**src/hw/rtl/s2i_pkg.sv**
```systemverilog
`timescale 1ns / 1ps
// ----------------------------------------------------------------------------
// s2i_pkg
// Shared types, constants and helpers of the streaming string to integer
// parser.
// ----------------------------------------------------------------------------
package s2i_pkg;

  localparam int VALUE_BITS = 32;
  localparam int MAX_CHARS  = 4096;
  localparam int POS_BITS   = $clog2(MAX_CHARS + 1);
  localparam int BASE_BITS  = 6;
  localparam int CHAR_BITS  = 8;
  localparam int PROD_BITS  = VALUE_BITS + BASE_BITS;

  localparam logic [BASE_BITS-1:0] BASE_RESET = BASE_BITS'(10);
  localparam logic [BASE_BITS-1:0] BASE_AUTO  = BASE_BITS'(0);
  localparam logic [BASE_BITS-1:0] BASE_OCT   = BASE_BITS'(8);
  localparam logic [BASE_BITS-1:0] BASE_DEC   = BASE_BITS'(10);
  localparam logic [BASE_BITS-1:0] BASE_HEX   = BASE_BITS'(16);
  localparam logic [BASE_BITS-1:0] BASE_MIN   = BASE_BITS'(2);
  localparam logic [BASE_BITS-1:0] BASE_MAX   = BASE_BITS'(36);
  localparam logic [BASE_BITS-1:0] DIGIT_NONE = '1;

  localparam logic [CHAR_BITS-1:0] CH_0     = 8'h30;
  localparam logic [CHAR_BITS-1:0] CH_9     = 8'h39;
  localparam logic [CHAR_BITS-1:0] CH_UA    = 8'h41;
  localparam logic [CHAR_BITS-1:0] CH_UZ    = 8'h5A;
  localparam logic [CHAR_BITS-1:0] CH_LA    = 8'h61;
  localparam logic [CHAR_BITS-1:0] CH_LZ    = 8'h7A;
  localparam logic [CHAR_BITS-1:0] CH_LX    = 8'h78;
  localparam logic [CHAR_BITS-1:0] CH_UX    = 8'h58;
  localparam logic [CHAR_BITS-1:0] CH_SPACE = 8'h20;
  localparam logic [CHAR_BITS-1:0] CH_TAB   = 8'h09;
  localparam logic [CHAR_BITS-1:0] CH_CR    = 8'h0D;
  localparam logic [CHAR_BITS-1:0] CH_PLUS  = 8'h2B;
  localparam logic [CHAR_BITS-1:0] CH_MINUS = 8'h2D;
  localparam logic [CHAR_BITS-1:0] ALPHA_OFFSET = 8'd10;

  typedef enum logic [2:0] {
    PH_SPACE,
    PH_START,
    PH_ZERO,
    PH_DIGITS,
    PH_DONE
  } phase_t;

  typedef enum logic [1:0] {
    ST_NONE,
    ST_SOME,
    ST_OVER
  } status_t;

  typedef struct packed {
    phase_t                phase;
    logic                  negative;
    logic [BASE_BITS-1:0]  base;
    logic [VALUE_BITS-1:0] acc;
    status_t               status;
    logic [POS_BITS-1:0]   pos;
    logic [POS_BITS-1:0]   dend;
  } state_t;

  typedef struct packed {
    logic [CHAR_BITS-1:0] char_code;
    logic                 last;
  } item_t;

  typedef struct packed {
    logic signed [VALUE_BITS-1:0] value;
    logic [POS_BITS-1:0]          end_offset;
    logic                         range_error;
  } result_t;

  localparam state_t STATE_RESET = '{
    phase:    PH_SPACE,
    negative: 1'b0,
    base:     '0,
    acc:      '0,
    status:   ST_NONE,
    pos:      '0,
    dend:     '0
  };

  function automatic logic [BASE_BITS-1:0] digit_value(input logic [CHAR_BITS-1:0] c);
    logic [BASE_BITS-1:0] d;
    d = DIGIT_NONE;
    if (c >= CH_0 && c <= CH_9) d = BASE_BITS'(c - CH_0);
    else if (c >= CH_UA && c <= CH_UZ) d = BASE_BITS'(c - CH_UA + ALPHA_OFFSET);
    else if (c >= CH_LA && c <= CH_LZ) d = BASE_BITS'(c - CH_LA + ALPHA_OFFSET);
    return d;
  endfunction

  function automatic logic is_space(input logic [CHAR_BITS-1:0] c);
    return (c == CH_SPACE) || (c >= CH_TAB && c <= CH_CR);
  endfunction

  function automatic logic [POS_BITS-1:0] next_pos(input logic [POS_BITS-1:0] p);
    return (p >= POS_BITS'(MAX_CHARS)) ? POS_BITS'(MAX_CHARS) : p + POS_BITS'(1);
  endfunction

  function automatic logic [VALUE_BITS-1:0] mag_limit(input logic negative);
    logic [VALUE_BITS-1:0] top;
    top = VALUE_BITS'(1) << (VALUE_BITS - 1);
    return negative ? top : top - VALUE_BITS'(1);
  endfunction

endpackage

```
**src/hw/rtl/s2i_in_if.sv**
```systemverilog
`timescale 1ns / 1ps
// ----------------------------------------------------------------------------
// s2i_in_if
// Character request channel: one byte of the string and its end marker.
// ----------------------------------------------------------------------------
interface s2i_in_if;
  import s2i_pkg::*;

  logic                 valid;
  logic                 ready;
  logic [CHAR_BITS-1:0] char_code;
  logic                 last;

  modport source (output valid, output char_code, output last, input ready);
  modport sink   (input valid, input char_code, input last, output ready);
endinterface

```
**src/hw/rtl/s2i_out_if.sv**
```systemverilog
`timescale 1ns / 1ps
// ----------------------------------------------------------------------------
// s2i_out_if
// Result request channel: parsed value, end offset and range flag.
// ----------------------------------------------------------------------------
interface s2i_out_if;
  import s2i_pkg::*;

  logic                         valid;
  logic                         ready;
  logic signed [VALUE_BITS-1:0] value;
  logic [POS_BITS-1:0]          end_offset;
  logic                         range_error;

  modport source (output valid, output value, output end_offset, output range_error,
                  input ready);
  modport sink   (input valid, input value, input end_offset, input range_error,
                  output ready);
endinterface

```
**src/hw/rtl/s2i_in_stage.sv**
```systemverilog
`timescale 1ns / 1ps
// ----------------------------------------------------------------------------
// s2i_in_stage
// Input register: holds one character request until the parser core takes it.
// ----------------------------------------------------------------------------
module s2i_in_stage
  import s2i_pkg::*;
(
  input  logic  clk,
  input  logic  rst_n,
  input  logic  req_valid,
  output logic  req_ready,
  input  item_t req_item,
  output logic  item_valid,
  output item_t item,
  input  logic  item_take
);

  logic  valid_r;
  item_t item_r;

  assign req_ready  = !valid_r || item_take;
  assign item_valid = valid_r;
  assign item       = item_r;

  always_ff @(posedge clk) begin
    if (!rst_n) begin
      valid_r <= 1'b0;
    end else if (req_ready) begin
      valid_r <= req_valid;
    end
  end

  always_ff @(posedge clk) begin
    if (req_valid && req_ready) begin
      item_r <= req_item;
    end
  end

endmodule

```
**src/hw/rtl/s2i_core.sv**
```systemverilog
`timescale 1ns / 1ps
// ----------------------------------------------------------------------------
// s2i_core
// Parser state and combinational character step: whitespace, sign, prefix,
// digit accumulate with clamp, and result formation on the last byte.
// ----------------------------------------------------------------------------
module s2i_core
  import s2i_pkg::*;
(
  input  logic                 clk,
  input  logic                 rst_n,
  input  logic [BASE_BITS-1:0] base_cfg,
  input  logic                 item_valid,
  input  item_t                item,
  output logic                 item_take,
  input  logic                 res_free,
  output logic                 res_load,
  output result_t              res
);

  state_t                state_r;
  state_t                state_nxt;
  state_t                step;
  logic                  do_take;
  logic [BASE_BITS-1:0]  d;
  logic [PROD_BITS-1:0]  prod;
  logic [VALUE_BITS-1:0] lim;
  logic [VALUE_BITS-1:0] mag;
  logic [CHAR_BITS-1:0]  c;

  assign c         = item.char_code;
  assign item_take = item_valid && (!item.last || res_free);
  assign res_load  = item_take && item.last;

  always_comb begin
    step    = state_r;
    do_take = 1'b0;
    d       = digit_value(c);

    unique case (state_r.phase)
      PH_SPACE, PH_START: begin
        if (state_r.phase == PH_SPACE && is_space(c)) begin
          step.phase = PH_SPACE;
        end else if (state_r.phase == PH_SPACE && c == CH_MINUS) begin
          step.negative = 1'b1;
          step.phase    = PH_START;
        end else if (state_r.phase == PH_SPACE && c == CH_PLUS) begin
          step.phase = PH_START;
        end else if ((base_cfg == BASE_AUTO || base_cfg == BASE_HEX) && c == CH_0) begin
          step.base   = base_cfg;
          step.acc    = '0;
          step.status = ST_SOME;
          step.dend   = next_pos(state_r.pos);
          step.phase  = PH_ZERO;
        end else begin
          step.base  = (base_cfg == BASE_AUTO) ? BASE_DEC : base_cfg;
          step.phase = PH_DIGITS;
          do_take    = 1'b1;
        end
      end
      PH_ZERO: begin
        if (c == CH_LX || c == CH_UX) begin
          step.base   = BASE_HEX;
          step.status = ST_NONE;
          step.dend   = '0;
          step.phase  = PH_DIGITS;
        end else begin
          if (state_r.base == BASE_AUTO) step.base = BASE_OCT;
          step.phase = PH_DIGITS;
          do_take    = 1'b1;
        end
      end
      PH_DIGITS: begin
        do_take = 1'b1;
      end
      default: begin
        step.phase = PH_DONE;
      end
    endcase

    lim  = mag_limit(step.negative);
    prod = PROD_BITS'(state_r.acc) * PROD_BITS'(step.base) + PROD_BITS'(d);

    if (do_take) begin
      if (step.base < BASE_MIN || step.base > BASE_MAX || d >= step.base) begin
        step.phase = PH_DONE;
      end else begin
        step.dend = next_pos(state_r.pos);
        if (state_r.status != ST_OVER) begin
          if (prod > PROD_BITS'(lim)) begin
            step.acc    = lim;
            step.status = ST_OVER;
          end else begin
            step.acc    = prod[VALUE_BITS-1:0];
            step.status = ST_SOME;
          end
        end
      end
    end
    step.pos = next_pos(state_r.pos);

    mag = (step.status == ST_NONE) ? '0 : step.acc;
    res.value       = step.negative ? $signed(-mag) : $signed(mag);
    res.end_offset  = (step.status == ST_NONE) ? '0 : step.dend;
    res.range_error = (step.status == ST_OVER);

    state_nxt = item.last ? STATE_RESET : step;
  end

  always_ff @(posedge clk) begin
    if (!rst_n) begin
      state_r <= STATE_RESET;
    end else if (item_take) begin
      state_r <= state_nxt;
    end
  end

  a_over_clamped: assert property (@(posedge clk) disable iff (!rst_n)
    (state_r.status == ST_OVER) |-> (state_r.acc == mag_limit(state_r.negative)))
    else $error("overflowed accumulator not at its limit");

  a_none_zero: assert property (@(posedge clk) disable iff (!rst_n)
    (state_r.status == ST_NONE) |-> (state_r.acc == '0))
    else $error("accumulator non-zero with no digit seen");

  a_dend_order: assert property (@(posedge clk) disable iff (!rst_n)
    state_r.dend <= state_r.pos)
    else $error("digit end beyond character position");

  a_clear_after_last: assert property (@(posedge clk) disable iff (!rst_n)
    res_load |=> (state_r.phase == PH_SPACE && state_r.pos == '0))
    else $error("state not cleared after result");

endmodule

```
**src/hw/rtl/s2i_out_stage.sv**
```systemverilog
`timescale 1ns / 1ps
// ----------------------------------------------------------------------------
// s2i_out_stage
// Result register: holds one result request until the sink takes it.
// ----------------------------------------------------------------------------
module s2i_out_stage
  import s2i_pkg::*;
(
  input  logic    clk,
  input  logic    rst_n,
  input  logic    res_load,
  input  result_t res,
  output logic    res_free,
  output logic    req_valid,
  input  logic    req_ready,
  output result_t req_res
);

  logic    valid_r;
  result_t res_r;

  assign res_free  = !valid_r || req_ready;
  assign req_valid = valid_r;
  assign req_res   = res_r;

  always_ff @(posedge clk) begin
    if (!rst_n) begin
      valid_r <= 1'b0;
    end else if (res_free) begin
      valid_r <= res_load;
    end
  end

  always_ff @(posedge clk) begin
    if (res_load) begin
      res_r <= res;
    end
  end

  a_load_shows: assert property (@(posedge clk) disable iff (!rst_n)
    res_load |=> valid_r)
    else $error("loaded result not presented");

  a_no_overwrite: assert property (@(posedge clk) disable iff (!rst_n)
    (valid_r && !req_ready) |=> (valid_r && $stable(res_r)))
    else $error("stalled result lost or changed");

  a_load_free: assert property (@(posedge clk) disable iff (!rst_n)
    res_load |-> res_free)
    else $error("result loaded while register busy");

endmodule

```
**src/hw/rtl/string_to_integer_parser.sv**
```systemverilog
`timescale 1ns / 1ps
// ----------------------------------------------------------------------------
// string_to_integer_parser
// Streaming strtol: one byte per request, one signed 32-bit result per string.
// ----------------------------------------------------------------------------
// Send a string one byte per cycle on in_ch and mark its final byte with last;
// one result (value, end offset, range flag) follows on out_ch. Whitespace is
// skipped, a sign is read, and base 0 picks octal, decimal or hex from the
// prefix. The block takes a byte every cycle: each byte passes the input
// register and the combinational parse logic (a 32x6 multiply-add and limit
// compare); the result of a string's last byte is loaded into the result
// register and presented on out_ch from there.
// Only a stalled result on out_ch holds input back.
// Write cfg_wdata with cfg_we only while no string is in flight.
module string_to_integer_parser
  import s2i_pkg::*;
(
  input  logic                 clk,
  input  logic                 rst_n,
  input  logic                 cfg_we,
  input  logic [BASE_BITS-1:0] cfg_wdata,
  s2i_in_if.sink               in_ch,
  s2i_out_if.source            out_ch
);

  logic [BASE_BITS-1:0] base_r;
  item_t                req_item;
  item_t                item;
  logic                 item_valid;
  logic                 item_take;
  logic                 res_free;
  logic                 res_load;
  result_t              res;
  result_t              out_res;

  always_ff @(posedge clk) begin
    if (!rst_n) begin
      base_r <= BASE_RESET;
    end else if (cfg_we) begin
      base_r <= cfg_wdata;
    end
  end

  assign req_item.char_code = in_ch.char_code;
  assign req_item.last      = in_ch.last;

  s2i_in_stage u_in_stage (
    .clk        (clk),
    .rst_n      (rst_n),
    .req_valid  (in_ch.valid),
    .req_ready  (in_ch.ready),
    .req_item   (req_item),
    .item_valid (item_valid),
    .item       (item),
    .item_take  (item_take)
  );

  s2i_core u_core (
    .clk        (clk),
    .rst_n      (rst_n),
    .base_cfg   (base_r),
    .item_valid (item_valid),
    .item       (item),
    .item_take  (item_take),
    .res_free   (res_free),
    .res_load   (res_load),
    .res        (res)
  );

  s2i_out_stage u_out_stage (
    .clk       (clk),
    .rst_n     (rst_n),
    .res_load  (res_load),
    .res       (res),
    .res_free  (res_free),
    .req_valid (out_ch.valid),
    .req_ready (out_ch.ready),
    .req_res   (out_res)
  );

  assign out_ch.value       = out_res.value;
  assign out_ch.end_offset  = out_res.end_offset;
  assign out_ch.range_error = out_res.range_error;

endmodule

```
**src/flat_wrapper.sv**
```systemverilog
// flat-port wrapper written by rule: the top's interface ports become plain ports
module string_to_integer_parser_flat import s2i_pkg::*;
  (clk, rst_n, cfg_we, cfg_wdata, in_ch_valid, in_ch_char_code, in_ch_last, in_ch_ready, out_ch_valid, out_ch_value, out_ch_end_offset, out_ch_range_error, out_ch_ready);
  s2i_in_if in_ch_i ();
  s2i_out_if out_ch_i ();
  input  logic clk;
  input  logic rst_n;
  input  logic cfg_we;
  input  logic [BASE_BITS-1:0] cfg_wdata;
  input wire logic [$bits(in_ch_i.valid)-1:0] in_ch_valid;
  input wire logic [$bits(in_ch_i.char_code)-1:0] in_ch_char_code;
  input wire logic [$bits(in_ch_i.last)-1:0] in_ch_last;
  output wire logic [$bits(in_ch_i.ready)-1:0] in_ch_ready;
  output wire logic [$bits(out_ch_i.valid)-1:0] out_ch_valid;
  output wire logic [$bits(out_ch_i.value)-1:0] out_ch_value;
  output wire logic [$bits(out_ch_i.end_offset)-1:0] out_ch_end_offset;
  output wire logic [$bits(out_ch_i.range_error)-1:0] out_ch_range_error;
  input wire logic [$bits(out_ch_i.ready)-1:0] out_ch_ready;
  assign in_ch_i.valid = in_ch_valid;
  assign in_ch_i.char_code = in_ch_char_code;
  assign in_ch_i.last = in_ch_last;
  assign in_ch_ready = in_ch_i.ready;
  assign out_ch_valid = out_ch_i.valid;
  assign out_ch_value = out_ch_i.value;
  assign out_ch_end_offset = out_ch_i.end_offset;
  assign out_ch_range_error = out_ch_i.range_error;
  assign out_ch_i.ready = out_ch_ready;
  string_to_integer_parser u_core (.clk(clk), .rst_n(rst_n), .cfg_we(cfg_we), .cfg_wdata(cfg_wdata), .in_ch(in_ch_i), .out_ch(out_ch_i));
endmodule
```
**config.mk**
```make
export PLATFORM = sky130hd
export DESIGN_NAME = string_to_integer_parser_flat
export DESIGN_NICKNAME = d
export VERILOG_FILES = /design/src/hw/rtl/s2i_pkg.sv /design/src/hw/rtl/s2i_in_if.sv /design/src/hw/rtl/s2i_out_if.sv /design/src/hw/rtl/s2i_in_stage.sv /design/src/hw/rtl/s2i_core.sv /design/src/hw/rtl/s2i_out_stage.sv /design/src/hw/rtl/string_to_integer_parser.sv /design/src/flat_wrapper.sv
export SDC_FILE = /design/constraint.sdc
export NUM_CORES = 1
export LEC_CHECK = 0
export BUFFER_PORTS_ARGS = -buffer_cell sky130_fd_sc_hd__buf_4
export CAP_MARGIN = 0
export CELL_PAD_IN_SITES_DETAIL_PLACEMENT = 0
export CELL_PAD_IN_SITES_GLOBAL_PLACEMENT = 1
export CORE_MARGIN = 2
export CORE_UTILIZATION = 53
export CTS_CLUSTER_SIZE = 16
export DETAILED_ROUTE_END_ITERATION = 8
export PLACE_DENSITY = 0.95
export RECOVER_POWER = 100
export SLEW_MARGIN = 10
export SYNTH_ARGS = -nofsm -noshare
export SYNTH_HDL_FRONTEND = slang
export SYNTH_SLANG_ARGS = --single-unit
```
**constraint.sdc**
```tcl
create_clock -name clk -period 32.5 [get_ports clk]
set_clock_uncertainty 0.2 [all_clocks]
set_input_delay 0 -clock clk [delete_from_list [all_inputs] [get_ports clk]]
set_output_delay 0 -clock clk [all_outputs]
set_load 0.02 [all_outputs]
```
# Word level (Yosys, flattened, before mapping)
# Cells that the tools add are included.
# word_totals
out_inout_bits,48
romBits,0
reg_bits,133
ramBits,0
wordCells,123
latch_bits,0
memories,0
# op_classes
n_reduce_logical,27
n_mux,47
eq_ne,12
n_shift,0
magnitude_cmp,13
mul,1
n_bitwise,0
div_mod_pow,0
n_addsub,8
# op_table
operator,n
$mux W34,5
$mux W32,4
$mux W13,8
$mux W40,2
$mux W70,1
$mux W6,7
$mux W41,1
$add A38 B6 Y38,1
$gt A38 B32 Y1,1
$mul A32 B6 Y38,1
$eq A8 B6 Y1 const B,4
$neg A32 Y32,1
$pmux W13 S2,1
$eq A8 B7 Y1 const B,2
$ge A8 B7 Y1 const B,2
$le A8 B7 Y1 const B,2
$mux W3,5
$add A13 B1 Y13 const B,1
$ge A13 B13 Y1 const B,1
$add A6 B4 Y6 const B,2
$logic_not A6 Y1,2
$pmux W6 S2,1
$sub A6 B6 Y6 const B,2
$logic_and A1 B1 Y1,11
23 further kinds,40

# Logic depth before layout (Yosys ltp)
# Gate-level depths: netlist (run 1).
# depth
word_depth,19
ltp_mapped,47

# Hierarchy
# Synthesis (run 1) repeated with hierarchy kept, for this count alone.
# unflattened
hier_cells,1776
hier_area_um2,15529.9
# modules_own_cells
mod,area_each_um2,n_inst,cells_each
s2i_core,13548.0,1,1693
s2i_out_stage,1430.1,1,50
s2i_in_stage,327.8,1,14
string_to_integer_parser,224.0,1,19

# Least setup slack after synthesis (run 1)
# OpenSTA, ideal clock, no wires.
# synth_path
path_kind,register to register
from,"register u_core.u_in_stage.item_r, in the netlist u_core.u_in_stage.item[6]"
to,"register u_core.u_out_stage.res_r, in the netlist u_core.u_out_stage.req_res[42] (data pin)"
path_buffers,4
path_stages_with_launch,45
slack_ps,21985
required_ps,32036
setup_ps,264
arrival_ps,10052
cell_sequence,edfxtp_1 inv_1 ha_1 o21ai_0 or4b_4 o21a_1 nor2_1 a2bb2oi_2 clkbuf_1 nand2_1 fa_1 fa_1 inv_1 fa_1 inv_1 fa_1 inv_1 ha_1 [... 9 more ...] a2111oi_0 o2111ai_1 a211oi_1 o221ai_1 nor4_4 a21oi_1 clkbuf_1 clkbuf_1 a21oi_1 nor2_1 o21ai_0 ha_1 o21ai_0 a211oi_2 and3_1 buf_2 a31oi_1 xor2_1
# synth_lines
item,line_no,rtl
start: declaration,s2i_in_stage.sv:20,item_t item_r;
start signal: assignment,s2i_in_stage.sv:36,item_r <= req_item;
end signal: assignment,s2i_out_stage.sv:36,res_r <= res;
end: declaration,s2i_out_stage.sv:20,result_t res_r;

==> impl_metrics.xml, run 1 <==
<?xml version="1.0" encoding="UTF-8"?>
<metrics>
  <group name="worst_setup_path">
    <metric name="crit_arrival" unit="ps">14090</metric>
    <metric name="type_of_origin_of_the_critical_path" unit="">flop</metric>
    <metric name="required_time_of_the_critical_path" unit="ps">32470</metric>
    <metric name="worst-setup-path-type" unit="">flop to flop</metric>
    <metric name="crit_fanout" unit="">34</metric>
    <metric name="timing.critical_path.depth" unit="">37</metric>
    <metric name="cp.buffers_inverters" unit="">5</metric>
    <metric name="worst_setup_path_end_kind" unit="">flop</metric>
    <metric name="worst_path_dominant_cell_family" unit="">compound AO/OA/AOI/OAI gates</metric>
    <metric name="critPathMaxStageDelay" unit="ps">1200</metric>
    <metric name="reg2regPathDepth" unit="">37</metric>
    <metric name="critical-path-slowest-cell" unit="">nor4_1</metric>
  </group>
  <group name="timing">
    <metric name="finalSetupViolations" unit="">0</metric>
    <metric name="hold_viol" unit="">0</metric>
    <metric name="finalCritPeriodShare" unit="">0.435</metric>
    <metric name="post-route-worst-setup-slack" unit="ps">18380</metric>
    <metric name="worst_slew_pin_slew" unit="ps">2920</metric>
    <metric name="timing.final.crit_period" unit="ps">14120</metric>
    <metric name="timing_max_transition_violations_final" unit="">175</metric>
    <metric name="worst_slew_margin_rel" unit="">-0.945</metric>
    <metric name="fmax" unit="MHz">70.8</metric>
    <metric name="fin_setup_tns" unit="ps">0</metric>
    <metric name="rsz0062_at_grt" unit="">false</metric>
  </group>
  <group name="clock_tree">
    <metric name="cts_root_buffer" unit="">clkbuf_16</metric>
    <metric name="cts_tree" unit="">built</metric>
    <metric name="cts_post_setup_buffers_inserted" unit="">0</metric>
    <metric name="cts_inserted_buffers" unit="">17</metric>
    <metric name="ctsLongestPathBuffers" unit="">2</metric>
    <metric name="h_tree_levels" unit="">4</metric>
    <metric name="cts_num_sinks" unit="">133</metric>
    <metric name="post_cts.resized_instances" unit="">0</metric>
    <metric name="post_cts_hold_buffer_count" unit="">32</metric>
    <metric name="clkTransAtPathRegs" unit="ps">60</metric>
    <metric name="worstSkewPairLatency" unit="ps">430</metric>
  </group>
  <group name="finish">
    <metric name="nNetsFinal" unit="">2052</metric>
    <metric name="area_growth_syn_to_fin" unit="%">8.80</metric>
    <metric name="post_route_cells_drive_above_1_share" unit="">0.0542</metric>
    <metric name="insertedDiodeCount" unit="">0</metric>
    <metric name="final_area" unit="sq um">16500</metric>
    <metric name="fillCellCount" unit="">2544</metric>
  </group>
  <group name="global_route">
    <metric name="grt_first_pass_wirelength" unit="um">73500</metric>
    <metric name="first_global_vias" unit="">13309</metric>
    <metric name="grt_overflow_total" unit="">0</metric>
    <metric name="grt_start_max_net_pins" unit="">79</metric>
    <metric name="globalRouteTotalUtil" unit="">0.310</metric>
    <metric name="antenna_violations_before_repair" unit="">2</metric>
  </group>
  <group name="synth">
    <metric name="synth_enable_flop_cells" unit="">55</metric>
    <metric name="yosys.area_share.simple" unit="">0.222</metric>
    <metric name="ys_seq_elements" unit="">133</metric>
    <metric name="synth_top_family_by_area" unit="">adder cells</metric>
    <metric name="seq_area_frac_synth" unit="">0.211</metric>
    <metric name="ys_types" unit="">98</metric>
    <metric name="synth_nets" unit="">2023</metric>
    <metric name="synth_most_common_cell" unit="">and2_1</metric>
    <metric name="synth_top_area_frac" unit="">0.163</metric>
    <metric name="synthesized_area" unit="sq um">15200</metric>
    <metric name="post_synth_inst_count" unit="">1747</metric>
    <metric name="synth_adder_area_share" unit="">0.272</metric>
    <metric name="dominantRegCellSynth" unit="">dfxtp_1</metric>
    <metric name="post_synth_main_area_contributors" unit="">fa_1 16%, edfxtp_1 11%, ha_1 11%</metric>
    <metric name="yosys-mux-area-fraction" unit="">0.00675</metric>
    <metric name="post_synth_most_frequent_cells" unit="">157 x and2_1, 154 x nand2_1, 132 x ha_1</metric>
    <metric name="synth_compound_area_frac" unit="">0.192</metric>
    <metric name="ys.warnings.count" unit="">0</metric>
    <metric name="synth_xor_area_frac" unit="">0.0415</metric>
    <metric name="yosysTopAreaCell" unit="">fa_1</metric>
    <metric name="synth_async_sr_flop_share" unit="">0</metric>
    <metric name="syn-mean-instance-area" unit="sq um">8.70</metric>
  </group>
  <group name="status">
    <metric name="run_status" unit="">finished with violations</metric>
    <metric name="violations" unit="">max-capacitance violations, max-slew violations</metric>
  </group>
  <group name="placed_design">
    <metric name="hpwlAfterDp" unit="um">35500</metric>
    <metric name="port_buffers" unit="">67</metric>
    <metric name="dp_worst_setup_slack" unit="ps">20580</metric>
    <metric name="post_dp_cell_area" unit="sq um">15900</metric>
    <metric name="routabilityCongestion" unit="">1.02</metric>
  </group>
  <group name="detailed_routing">
    <metric name="aggregate_routed_wire_length" unit="um">46600</metric>
    <metric name="detail_route.wl_per_cell" unit="um">21.5</metric>
    <metric name="route.vias.total" unit="">13535</metric>
    <metric name="routed_via_density" unit="">6.25</metric>
    <metric name="drt_pre_antenna_iters" unit="">6</metric>
    <metric name="drc_viols" unit="">0</metric>
    <metric name="detailedRoute.firstIterationViolations" unit="">1551</metric>
    <metric name="drt.antenna.violating_nets" unit="">0</metric>
  </group>
  <group name="floorplan">
    <metric name="die-area" unit="sq um">30000</metric>
    <metric name="initial_utilization" unit="">0.543</metric>
    <metric name="placeableCoreArea" unit="sq um">28000</metric>
    <metric name="chipHeight" unit="um">173</metric>
    <metric name="num_rows" unit="">61</metric>
    <metric name="dieWidth" unit="um">173</metric>
    <metric name="io_pins" unit="">68</metric>
  </group>
  <group name="run">
    <metric name="maxCapViolCount" unit="">4</metric>
  </group>
  <group name="hold_path">
    <metric name="timing.hold.worst.class" unit="">input port to flop</metric>
    <metric name="hold-path-cell-count" unit="">2</metric>
  </group>
  <group name="pwr">
    <metric name="max-vdd-ir-drop" unit="V">0.0000344</metric>
    <metric name="power_per_cell_area" unit="nW/um^2">27.2</metric>
    <metric name="power_leakage" unit="nW">7.42</metric>
  </group>
</metrics>
-- where the power goes --
part	switching (mW)	internal, mW	total (mW)
combinational	0.0573	0.0271	0.0844
clock	0.0804	0.104	0.185
sequential	0.00370	0.177	0.181
total	0.141	0.309	0.450
-- path summary, 6_finish.rpt --
check | from | end | slack, ps
min | in_ch_char_code[4] | u_core.u_in_stage.item[5] | 100
max reg2reg | u_core.u_in_stage.item[2] | u_core.u_out_stage.req_res[37] | 18380
min reg2reg | u_core.u_core.state_r[5] | u_core.u_core.state_r[5] | 330
max | u_core.u_in_stage.item[2] | u_core.u_out_stage.req_res[37] | 18380
-- placed cells by master, fill, tap and decap left out, types with 5 or more instances in the layout --
| cell type | count |
|---|---|
| o21a_1 | 12 |
| fa_1 | 124 |
| a31oi_1 | 28 |
| and3_1 | 21 |
| buf_4 | 19 |
| a21o_1 | 24 |
| nand4_1 | 21 |
| o22ai_1 | 6 |
| nor3b_1 | 5 |
| a21oi_1 | 106 |
| mux2i_1 | 8 |
| a211oi_1 | 10 |
| a22oi_1 | 62 |
| and2_1 | 146 |
| or3_1 | 8 |
| inv_1 | 106 |
| xor2_1 | 30 |
| dfxtp_1 | 78 |
| nor3_1 | 27 |
| o21ai_0 | 73 |
| xnor2_1 | 42 |
| nand2b_1 | 15 |
| clkbuf_1 | 58 |
| o21bai_1 | 6 |
| o211ai_1 | 11 |
| nor2b_1 | 63 |
| nor2_1 | 96 |
| a21boi_0 | 12 |
| nor4_1 | 7 |
| dlygate4sd3_1 | 32 |
| ha_1 | 132 |
| clkbuf_4 | 9 |
| nand2_1 | 154 |
| and2_0 | 13 |
| nand3_1 | 29 |
| edfxtp_1 | 55 |
| a32oi_1 | 5 |
| a31o_2 | 6 |
| clkbuf_16 | 18 |
-- per-layer routing --
metal,global-route usage,share of wire
met1,0.423,0.42
met2,0.487,0.45
met3,0.0625,0.093
met4,0.121,0.039
met5,0.00321,0.00026
-- flip-flops by register name, indices dropped and copies added, names as in the netlist --
signal	cells
u_core.u_in_stage.item_valid	1
u_core.u_out_stage.req_res	46
u_core.u_in_stage.item	9
u_core.u_core.state_r	70
u_core.base_r	6
u_core.u_out_stage.req_valid	1
-- logic make-up (layout without fill, tap and decap cells) --
kind of cell,after synthesis,count (layout)
flip-flops,133,133
multiplexers,10,10
XOR/XNOR,72,72
AO/OA/AOI/OAI,429,429
buffers and inverters,214,256
adder cells (fa/ha/maj),256,256
AND/OR/NAND/NOR,633,633
-- stage by stage --
stage / utilization / instances / hold WS [ps] / power (mW)
6_report: 0.590 / 2167 / 99.6 / 0.450
5_1_grt: 0.590 / 2167 / 113 / 0.466
4_1_cts: 0.600 / 2167 / 80.5 / 0.451
3_5_place_dp: 0.568 / 2103 / -20.8 / 0.265
3_3_place_gp: 0.568 / 2103 / -22.2 / 0.263
2_1_floorplan: - / 1747 / -101 / 0.239
-- final cells by class --
cell class | count | area [sq um] | area share
Clock buffer | 19 | 454 | 0.0275
Inverter | 107 | 403 | 0.0244
Multi-Input combinational cell | 1400 | 11100 | 0.673
Sequential cell | 133 | 3210 | 0.194
Timing Repair Buffer | 117 | 744 | 0.0450
Tap cell | 378 | 473 | 0.0286
Clock inverter | 13 | 114 | 0.00689
-- worst register-to-register path: cells and delay by family (launching register included) --
| family | cells | cell delay (ps) |
|---|---|---|
| AO/OA/AOI/OAI | 14 | 4240 |
| AND/OR/NAND/NOR | 8 | 3740 |
| adder cells (fa/ha/maj) | 7 | 3080 |
| buffers and inverters | 5 | 1190 |
| XOR/XNOR | 2 | 670 |
| flip-flops | 1 | 440 |
| multiplexers | 1 | 270 |
Note: power is estimated with default switching activity, not from simulation.
==> run 2: changes to the inputs <==
--- a/config.mk
+++ b/config.mk
@@ -10,10 +10,10 @@
 export CELL_PAD_IN_SITES_DETAIL_PLACEMENT = 0
 export CELL_PAD_IN_SITES_GLOBAL_PLACEMENT = 1
 export CORE_MARGIN = 2
-export CORE_UTILIZATION = 53
+export CORE_UTILIZATION = 49
 export CTS_CLUSTER_SIZE = 16
 export DETAILED_ROUTE_END_ITERATION = 8
-export PLACE_DENSITY = 0.95
+export PLACE_DENSITY = 0.92
 export RECOVER_POWER = 100
 export SLEW_MARGIN = 10
 export SYNTH_ARGS = -nofsm -noshare
==> constraint.sdc (replaced) <==
create_clock -name clk -period 14.41 [get_ports clk]
set_clock_uncertainty 0.2 [all_clocks]
set_input_delay 0 -clock clk [delete_from_list [all_inputs] [get_ports clk]]
set_output_delay 0 -clock clk [all_outputs]
set_load 0.02 [all_outputs]
==> run 2 against run 1 <==
- the flow still finishes with violations (max-capacitance violations, max-slew violations)
- final area increased by 0.48%
- total power grew 130%
- worst hold slack worse by 3.1 ps
- combinational power is 140% higher
- final cell count is 0.74% higher
- register-to-register slack worse by 17000 ps
- global-route usage is 3.7 points lower
- sequential power grew 120%
- critical path type unchanged
- largest cell class unchanged
==> impl_metrics.xml, run 2 (synthesized netlist as in run 1, its figures left out) <==
<?xml version="1.0" encoding="UTF-8"?>
<metrics>
  <group name="status">
    <metric name="run_status" unit="">finished with violations</metric>
    <metric name="violations" unit="">max-capacitance violations, max-slew violations</metric>
  </group>
  <group name="placed_design">
    <metric name="port_buffers" unit="">67</metric>
    <metric name="hpwlAfterDp" unit="um">32600</metric>
    <metric name="dp_cells" unit="">2119</metric>
    <metric name="routabilityCongestion" unit="">0.950</metric>
    <metric name="post_dp_cell_area" unit="sq um">15900</metric>
    <metric name="dp_worst_setup_slack" unit="ps">2550</metric>
  </group>
  <group name="worst_setup_path">
    <metric name="critical_path.startpoint" unit="">u_core.u_in_stage.item[6]</metric>
    <metric name="required_time_of_the_critical_path" unit="ps">14370</metric>
    <metric name="critical-path-slowest-cell" unit="">clkbuf_1</metric>
    <metric name="cp.buffers_inverters" unit="">3</metric>
    <metric name="worst_path_dominant_cell_family" unit="">compound AO/OA/AOI/OAI gates</metric>
    <metric name="worst_r2r_startpoint" unit="">u_core.u_in_stage.item[6]</metric>
    <metric name="worst-setup-path-type" unit="">flop to flop</metric>
    <metric name="worst_setup_path_end_kind" unit="">flop</metric>
    <metric name="critPathMaxStageDelay" unit="ps">1170</metric>
    <metric name="type_of_origin_of_the_critical_path" unit="">flop</metric>
    <metric name="crit_arrival" unit="ps">12590</metric>
    <metric name="crit_top_cell" unit="">ha_1</metric>
    <metric name="crit_fanout" unit="">26</metric>
  </group>
  <group name="finish">
    <metric name="fillCellCount" unit="">2810</metric>
    <metric name="largest_register_ff_count" unit="">70</metric>
    <metric name="post_route_cells_drive_above_1_share" unit="">0.0565</metric>
    <metric name="largest-register" unit="">u_core.u_core.state_r</metric>
    <metric name="final_cells" unit="">2183</metric>
    <metric name="final_core_util" unit="">0.543</metric>
    <metric name="insertedDiodeCount" unit="">0</metric>
    <metric name="area_growth_syn_to_fin" unit="%">9.33</metric>
    <metric name="nNetsFinal" unit="">2050</metric>
    <metric name="final_common_cell" unit="">nand2_1</metric>
    <metric name="layout_common_cells" unit="">154 x nand2_1, 144 x and2_1, 132 x ha_1, 124 x fa_1, 107 x a21oi_1</metric>
    <metric name="final_area" unit="sq um">16600</metric>
  </group>
  <group name="global_route">
    <metric name="grt_overflow_total" unit="">0</metric>
    <metric name="grt_first_pass_wirelength" unit="um">71900</metric>
    <metric name="grt_start_max_net_pins" unit="">79</metric>
    <metric name="first_global_vias" unit="">13099</metric>
    <metric name="globalRouteTotalUtil" unit="">0.274</metric>
    <metric name="antenna_violations_before_repair" unit="">1</metric>
  </group>
  <group name="detailed_routing">
    <metric name="drt_pre_antenna_iters" unit="">7</metric>
    <metric name="detailedRoute.firstIterationViolations" unit="">1474</metric>
    <metric name="detail_route.wl_per_cell" unit="um">20.3</metric>
    <metric name="routed_via_density" unit="">6.21</metric>
    <metric name="drt.antenna.violating_nets" unit="">0</metric>
    <metric name="route.vias.total" unit="">13548</metric>
    <metric name="aggregate_routed_wire_length" unit="um">44400</metric>
    <metric name="drc_viols" unit="">0</metric>
  </group>
  <group name="floorplan">
    <metric name="initial_utilization" unit="">0.497</metric>
    <metric name="placeableCoreArea" unit="sq um">30600</metric>
    <metric name="chipHeight" unit="um">180</metric>
    <metric name="dieWidth" unit="um">180</metric>
    <metric name="die-area" unit="sq um">32400</metric>
    <metric name="num_rows" unit="">64</metric>
    <metric name="io_pins" unit="">68</metric>
  </group>
  <group name="pwr">
    <metric name="power_per_cell_area" unit="nW/um^2">63.6</metric>
    <metric name="design_power_total" unit="mW">1.06</metric>
    <metric name="power_leakage" unit="nW">7.45</metric>
    <metric name="max-vdd-ir-drop" unit="V">0.0000889</metric>
  </group>
  <group name="clock_tree">
    <metric name="worstSkewPairLatency" unit="ps">440</metric>
    <metric name="cts_tree" unit="">built</metric>
    <metric name="ctsLongestPathBuffers" unit="">2</metric>
    <metric name="h_tree_levels" unit="">4</metric>
    <metric name="cts_inserted_buffers" unit="">17</metric>
    <metric name="cts_num_sinks" unit="">133</metric>
    <metric name="post_cts.resized_instances" unit="">0</metric>
    <metric name="clkTransAtPathRegs" unit="ps">70</metric>
    <metric name="cts_post_setup_buffers_inserted" unit="">0</metric>
    <metric name="cts_root_buffer" unit="">clkbuf_16</metric>
  </group>
  <group name="timing">
    <metric name="finalCritPeriodShare" unit="">0.877</metric>
    <metric name="worst_slew_margin_rel" unit="">-0.603</metric>
    <metric name="post-route-worst-setup-slack" unit="ps">1780</metric>
    <metric name="timing.final.crit_period" unit="ps">12630</metric>
    <metric name="finalSetupViolations" unit="">0</metric>
    <metric name="timing_max_transition_violations_final" unit="">203</metric>
    <metric name="fmax" unit="MHz">79.2</metric>
    <metric name="hold_viol" unit="">0</metric>
    <metric name="worst_slew_pin_slew" unit="ps">2400</metric>
    <metric name="fin_setup_tns" unit="ps">0</metric>
    <metric name="min_hold_slack" unit="ps">96.5</metric>
    <metric name="rsz0062_at_grt" unit="">false</metric>
  </group>
  <group name="hold_path">
    <metric name="worstHoldStart" unit="">in_ch_char_code[1]</metric>
    <metric name="timing.hold.worst.class" unit="">input port to flop</metric>
  </group>
  <group name="run">
    <metric name="maxCapViolCount" unit="">6</metric>
  </group>
</metrics>
run 2: cell types whose count changed in the layout (fill, tap and decap cells not counted), moves of 2 or more:
cell / delta
clkinv_4: -3
and2_0: +2
and2_1: -2
clkbuf_1: -4
inv_8: +6
run 2: area by class of cell:
class	instances	area, sq um	area share
Multi-Input combinational cell	1400	11200	0.672
Sequential cell	133	3210	0.193
Timing Repair Buffer	115	741	0.0446
Tap cell	396	495	0.0298
Clock buffer	17	425	0.0256
Inverter	107	403	0.0243
Clock inverter	15	179	0.0108
run 2: power by group:
group / switching (mW) / internal [mW]
clock: 0.200 / 0.250
sequential: 0.00851 / 0.399
combinational: 0.138 / 0.0613
total: 0.346 / 0.710
run 2: path summary, 6_finish.rpt:
| path | slack (ps) | cells past startpoint | to |
|---|---|---|---|
| hold / removal | 100 | 2 | u_core.u_in_stage.item[2] |
| setup reg to reg | 1780 | 36 | u_core.u_out_stage.req_res[38] |
| setup / recovery | 1780 | 36 | u_core.u_out_stage.req_res[38] |
| hold reg to reg | 330 | 2 | u_core.u_core.state_r[5] |
run 2: worst reg2reg max path, delay by kind of cell, from the launching register on:
family	cells	cell delay, ps
AO/OA/AOI/OAI	15	4800
adder cells (fa/ha/maj)	8	2760
AND/OR/NAND/NOR	8	2220
buffers and inverters	3	1450
flip-flops	1	480
XOR/XNOR	2	440
run 2: timing repair:
item                       CTS  global route
setup endpoints to repair    0             0
hold endpoints to repair    96             0
hold buffers                32             0
run 2: metal layers:
layer	vias to the layer above	global-route usage	wire, um
li1	6180	-	-
met2	679	0.438	20400
met4	2	0.0874	1350
met1	6581	0.376	19100
met3	106	0.0511	3560
met5	-	0	13
==> run 3: changes to the inputs <==
--- a/config.mk
+++ b/config.mk
@@ -5,15 +5,16 @@
 export SDC_FILE = /design/constraint.sdc
 export NUM_CORES = 1
 export LEC_CHECK = 0
+export ABC_AREA = 1
 export BUFFER_PORTS_ARGS = -buffer_cell sky130_fd_sc_hd__buf_4
 export CAP_MARGIN = 0
 export CELL_PAD_IN_SITES_DETAIL_PLACEMENT = 0
 export CELL_PAD_IN_SITES_GLOBAL_PLACEMENT = 1
 export CORE_MARGIN = 2
-export CORE_UTILIZATION = 49
+export CORE_UTILIZATION = 47
 export CTS_CLUSTER_SIZE = 16
 export DETAILED_ROUTE_END_ITERATION = 8
-export PLACE_DENSITY = 0.92
+export PLACE_DENSITY = 0.93
 export RECOVER_POWER = 100
 export SLEW_MARGIN = 10
 export SYNTH_ARGS = -nofsm -noshare
==> run 3 against run 2 <==
- the flow still finishes with violations (max-capacitance violations, max-slew violations)
- worst setup slack gained 820 ps
- clock-buffer cell count rose by 3
- register-to-register slack better by 820 ps
- combinational power rose by 8%
- sequential share of layout area barely moved
- die area up 4.1%
- wire length up 5.5%
- first-iteration DRC count decreased by 15%
- worst hold slack better by 16 ps
- clock power shrank 2%
- critical endpoint unchanged
- largest cell class unchanged
==> impl_metrics.xml, run 3 <==
<?xml version="1.0" encoding="UTF-8"?>
<metrics>
  <group name="timing">
    <metric name="worst_slew_pin_slew" unit="ps">3400</metric>
    <metric name="fin_setup_tns" unit="ps">0</metric>
    <metric name="worst_slew_margin_rel" unit="">-1.26</metric>
    <metric name="fmax" unit="MHz">84.6</metric>
    <metric name="finalSetupViolations" unit="">0</metric>
    <metric name="timing.final.crit_period" unit="ps">11810</metric>
    <metric name="timing_max_transition_violations_final" unit="">274</metric>
    <metric name="rsz0062_at_grt" unit="">false</metric>
    <metric name="finalCritPeriodShare" unit="">0.820</metric>
    <metric name="hold_viol" unit="">0</metric>
  </group>
  <group name="worst_setup_path">
    <metric name="reg2regPathDepth" unit="">56</metric>
    <metric name="type_of_origin_of_the_critical_path" unit="">flop</metric>
    <metric name="cp.buffers_inverters" unit="">11</metric>
    <metric name="worst-setup-path-type" unit="">flop to flop</metric>
    <metric name="timing.critical_path.depth" unit="">56</metric>
    <metric name="required_time_of_the_critical_path" unit="ps">14390</metric>
    <metric name="critPathMaxStageDelay" unit="ps">1000</metric>
    <metric name="worst_path_dominant_cell_family" unit="">simple AND/OR/NAND/NOR gates</metric>
    <metric name="worst_setup_path_end_kind" unit="">flop</metric>
    <metric name="crit_arrival" unit="ps">11790</metric>
    <metric name="critical-path-slowest-cell" unit="">clkbuf_1</metric>
    <metric name="crit_fanout" unit="">30</metric>
    <metric name="crit_top_cell" unit="">nand2_1</metric>
  </group>
  <group name="floorplan">
    <metric name="initial_utilization" unit="">0.479</metric>
    <metric name="dieWidth" unit="um">184</metric>
    <metric name="io_pins" unit="">68</metric>
    <metric name="die-area" unit="sq um">33800</metric>
    <metric name="chipHeight" unit="um">184</metric>
    <metric name="num_rows" unit="">65</metric>
    <metric name="placeableCoreArea" unit="sq um">31700</metric>
  </group>
  <group name="clock_tree">
    <metric name="cts_root_buffer" unit="">clkbuf_16</metric>
    <metric name="h_tree_levels" unit="">4</metric>
    <metric name="cts_tree" unit="">built</metric>
    <metric name="worstSkewPairLatency" unit="ps">440</metric>
    <metric name="cts_num_sinks" unit="">133</metric>
    <metric name="clkTransAtPathRegs" unit="ps">60</metric>
    <metric name="cts_inserted_buffers" unit="">17</metric>
    <metric name="cts_post_setup_buffers_inserted" unit="">0</metric>
    <metric name="post_cts.resized_instances" unit="">0</metric>
    <metric name="ctsLongestPathBuffers" unit="">2</metric>
  </group>
  <group name="synth">
    <metric name="seq_area_frac_synth" unit="">0.212</metric>
    <metric name="synth_enable_flop_cells" unit="">55</metric>
    <metric name="synth_top_area_frac" unit="">0.163</metric>
    <metric name="synth_nets" unit="">2418</metric>
    <metric name="post_synth_main_area_contributors" unit="">fa_1 16%, nand2_1 14%, edfxtp_1 11%</metric>
    <metric name="ys.warnings.count" unit="">0</metric>
    <metric name="yosysTopAreaCell" unit="">fa_1</metric>
    <metric name="synthesized_area" unit="sq um">15200</metric>
    <metric name="post_synth_inst_count" unit="">2142</metric>
    <metric name="dominantRegCellSynth" unit="">dfxtp_1</metric>
    <metric name="synth_async_sr_flop_share" unit="">0</metric>
    <metric name="ys_types" unit="">50</metric>
    <metric name="post_synth_most_frequent_cells" unit="">571 x nand2_1, 303 x nor2_1, 258 x inv_1</metric>
    <metric name="ys_seq_elements" unit="">133</metric>
    <metric name="synth_most_common_cell" unit="">nand2_1</metric>
    <metric name="syn-mean-instance-area" unit="sq um">7.09</metric>
  </group>
  <group name="global_route">
    <metric name="grt_start_max_net_pins" unit="">73</metric>
    <metric name="grt_first_pass_wirelength" unit="um">74400</metric>
    <metric name="antenna_violations_before_repair" unit="">0</metric>
    <metric name="globalRouteTotalUtil" unit="">0.283</metric>
    <metric name="grt_overflow_total" unit="">0</metric>
    <metric name="first_global_vias" unit="">14020</metric>
  </group>
  <group name="detailed_routing">
    <metric name="drt_pre_antenna_iters" unit="">7</metric>
    <metric name="detailedRoute.firstIterationViolations" unit="">1259</metric>
    <metric name="detail_route.wl_per_cell" unit="um">17.9</metric>
    <metric name="aggregate_routed_wire_length" unit="um">46800</metric>
    <metric name="drt.antenna.violating_nets" unit="">0</metric>
    <metric name="drc_viols" unit="">0</metric>
    <metric name="routed_via_density" unit="">5.50</metric>
    <metric name="route.vias.total" unit="">14360</metric>
  </group>
  <group name="pwr">
    <metric name="power_leakage" unit="nW">8.59</metric>
    <metric name="design_power_total" unit="mW">1.06</metric>
    <metric name="max-vdd-ir-drop" unit="V">0.000105</metric>
    <metric name="power_per_cell_area" unit="nW/um^2">64.0</metric>
  </group>
  <group name="finish">
    <metric name="nNetsFinal" unit="">2472</metric>
    <metric name="insertedDiodeCount" unit="">0</metric>
    <metric name="area_growth_syn_to_fin" unit="%">9.39</metric>
    <metric name="final_area" unit="sq um">16600</metric>
    <metric name="largest_register_ff_count" unit="">70</metric>
    <metric name="layout_common_cells" unit="">578 x nand2_1, 304 x nor2_1, 262 x inv_1, 146 x a21oi_1, 136 x nand3_1</metric>
    <metric name="final_common_cell" unit="">nand2_1</metric>
    <metric name="post_route_cells_drive_above_1_share" unit="">0.0516</metric>
    <metric name="final_core_util" unit="">0.524</metric>
    <metric name="largest-register" unit="">u_core.u_core.state_r</metric>
    <metric name="fillCellCount" unit="">3124</metric>
  </group>
  <group name="placed_design">
    <metric name="port_buffers" unit="">67</metric>
    <metric name="routabilityCongestion" unit="">0.994</metric>
    <metric name="hpwlAfterDp" unit="um">36500</metric>
    <metric name="post_dp_cell_area" unit="sq um">15900</metric>
  </group>
  <group name="status">
    <metric name="run_status" unit="">finished with violations</metric>
    <metric name="violations" unit="">max-capacitance violations, max-slew violations</metric>
  </group>
  <group name="run">
    <metric name="maxCapViolCount" unit="">5</metric>
  </group>
  <group name="hold_path">
    <metric name="hold-path-cell-count" unit="">2</metric>
    <metric name="timing.hold.worst.class" unit="">input port to flop</metric>
  </group>
</metrics>
-- run 3: cell count changes after synthesis, moves of 39 or more --
cell      change
nand2_1     +417
nor2_1      +206
and2_1      -156
inv_1       +152
nand3_1     +105
nor2b_1      -63
a22oi_1      -62
clkbuf_1     -45
a21oi_1      +39
-- run 3: kinds of logic after synthesis --
family	Yosys count	synth area share
xor gates and xnor gates	47	0.0271
AOI/OAI and AO/OA	254	0.0944
DFF	133	0.212
adders and majority gates	256	0.272
and+or+nand+nor	1105	0.305
buffers and inverters	346	0.0892
muxes	1	0.000659
-- run 3: cell type report --
| type | count | area, sq um | share of cell area |
|---|---|---|---|
| clock buffers | 20 | 489 | 0.0294 |
| repair buffers | 105 | 677 | 0.0407 |
| clock inverters | 12 | 115 | 0.00693 |
| well taps | 402 | 503 | 0.0303 |
| inverters | 276 | 1040 | 0.0623 |
| flip-flops and latches | 133 | 3210 | 0.193 |
| multi-input cells | 1663 | 10600 | 0.637 |
-- run 3: power by group --
group | internal (mW) | total (mW) | switching [mW]
Sequential | 0.400 | 0.407 | 0.00706
Clock | 0.264 | 0.442 | 0.178
Combinational | 0.0572 | 0.214 | 0.157
-- run 3: path summary, 6_finish.rpt --
check | from | end | slack [ps]
setup / recovery | u_core.u_in_stage.item[2] | u_core.u_out_stage.req_res[38] | 2600
setup reg to reg | u_core.u_in_stage.item[2] | u_core.u_out_stage.req_res[38] | 2600
hold reg to reg | u_core.u_core.state_r[12] | u_core.u_core.state_r[12] | 270
hold / removal | in_ch_char_code[6] | u_core.u_in_stage.item[7] | 110
-- run 3: what timing repair did --
item                                    in CTS  in global routing
endpoints found under the setup margin       0                  0
endpoints found under the hold margin       44                  0
hold buffers                                32                  0
-- run 3: layer usage --
metal,global-route usage,up-vias,part of all wire
li1,-,6923,-
met1,0.373,6751,0.43
met2,0.454,583,0.45
met3,0.0620,103,0.078
met4,0.111,0,0.042
met5,0,-,0
-- run 3: stage by stage --
step | hold WS, ps | setup slack [ps] | cells
floorplan | -101 | 6040 | 2142
global placement | -18.3 | 3940 | 2546
detailed placement | -20.7 | 3740 | 2546
CTS | 76.3 | 3630 | 2610
global route | 105 | 1610 | 2611
finish | 113 | 2600 | 2611
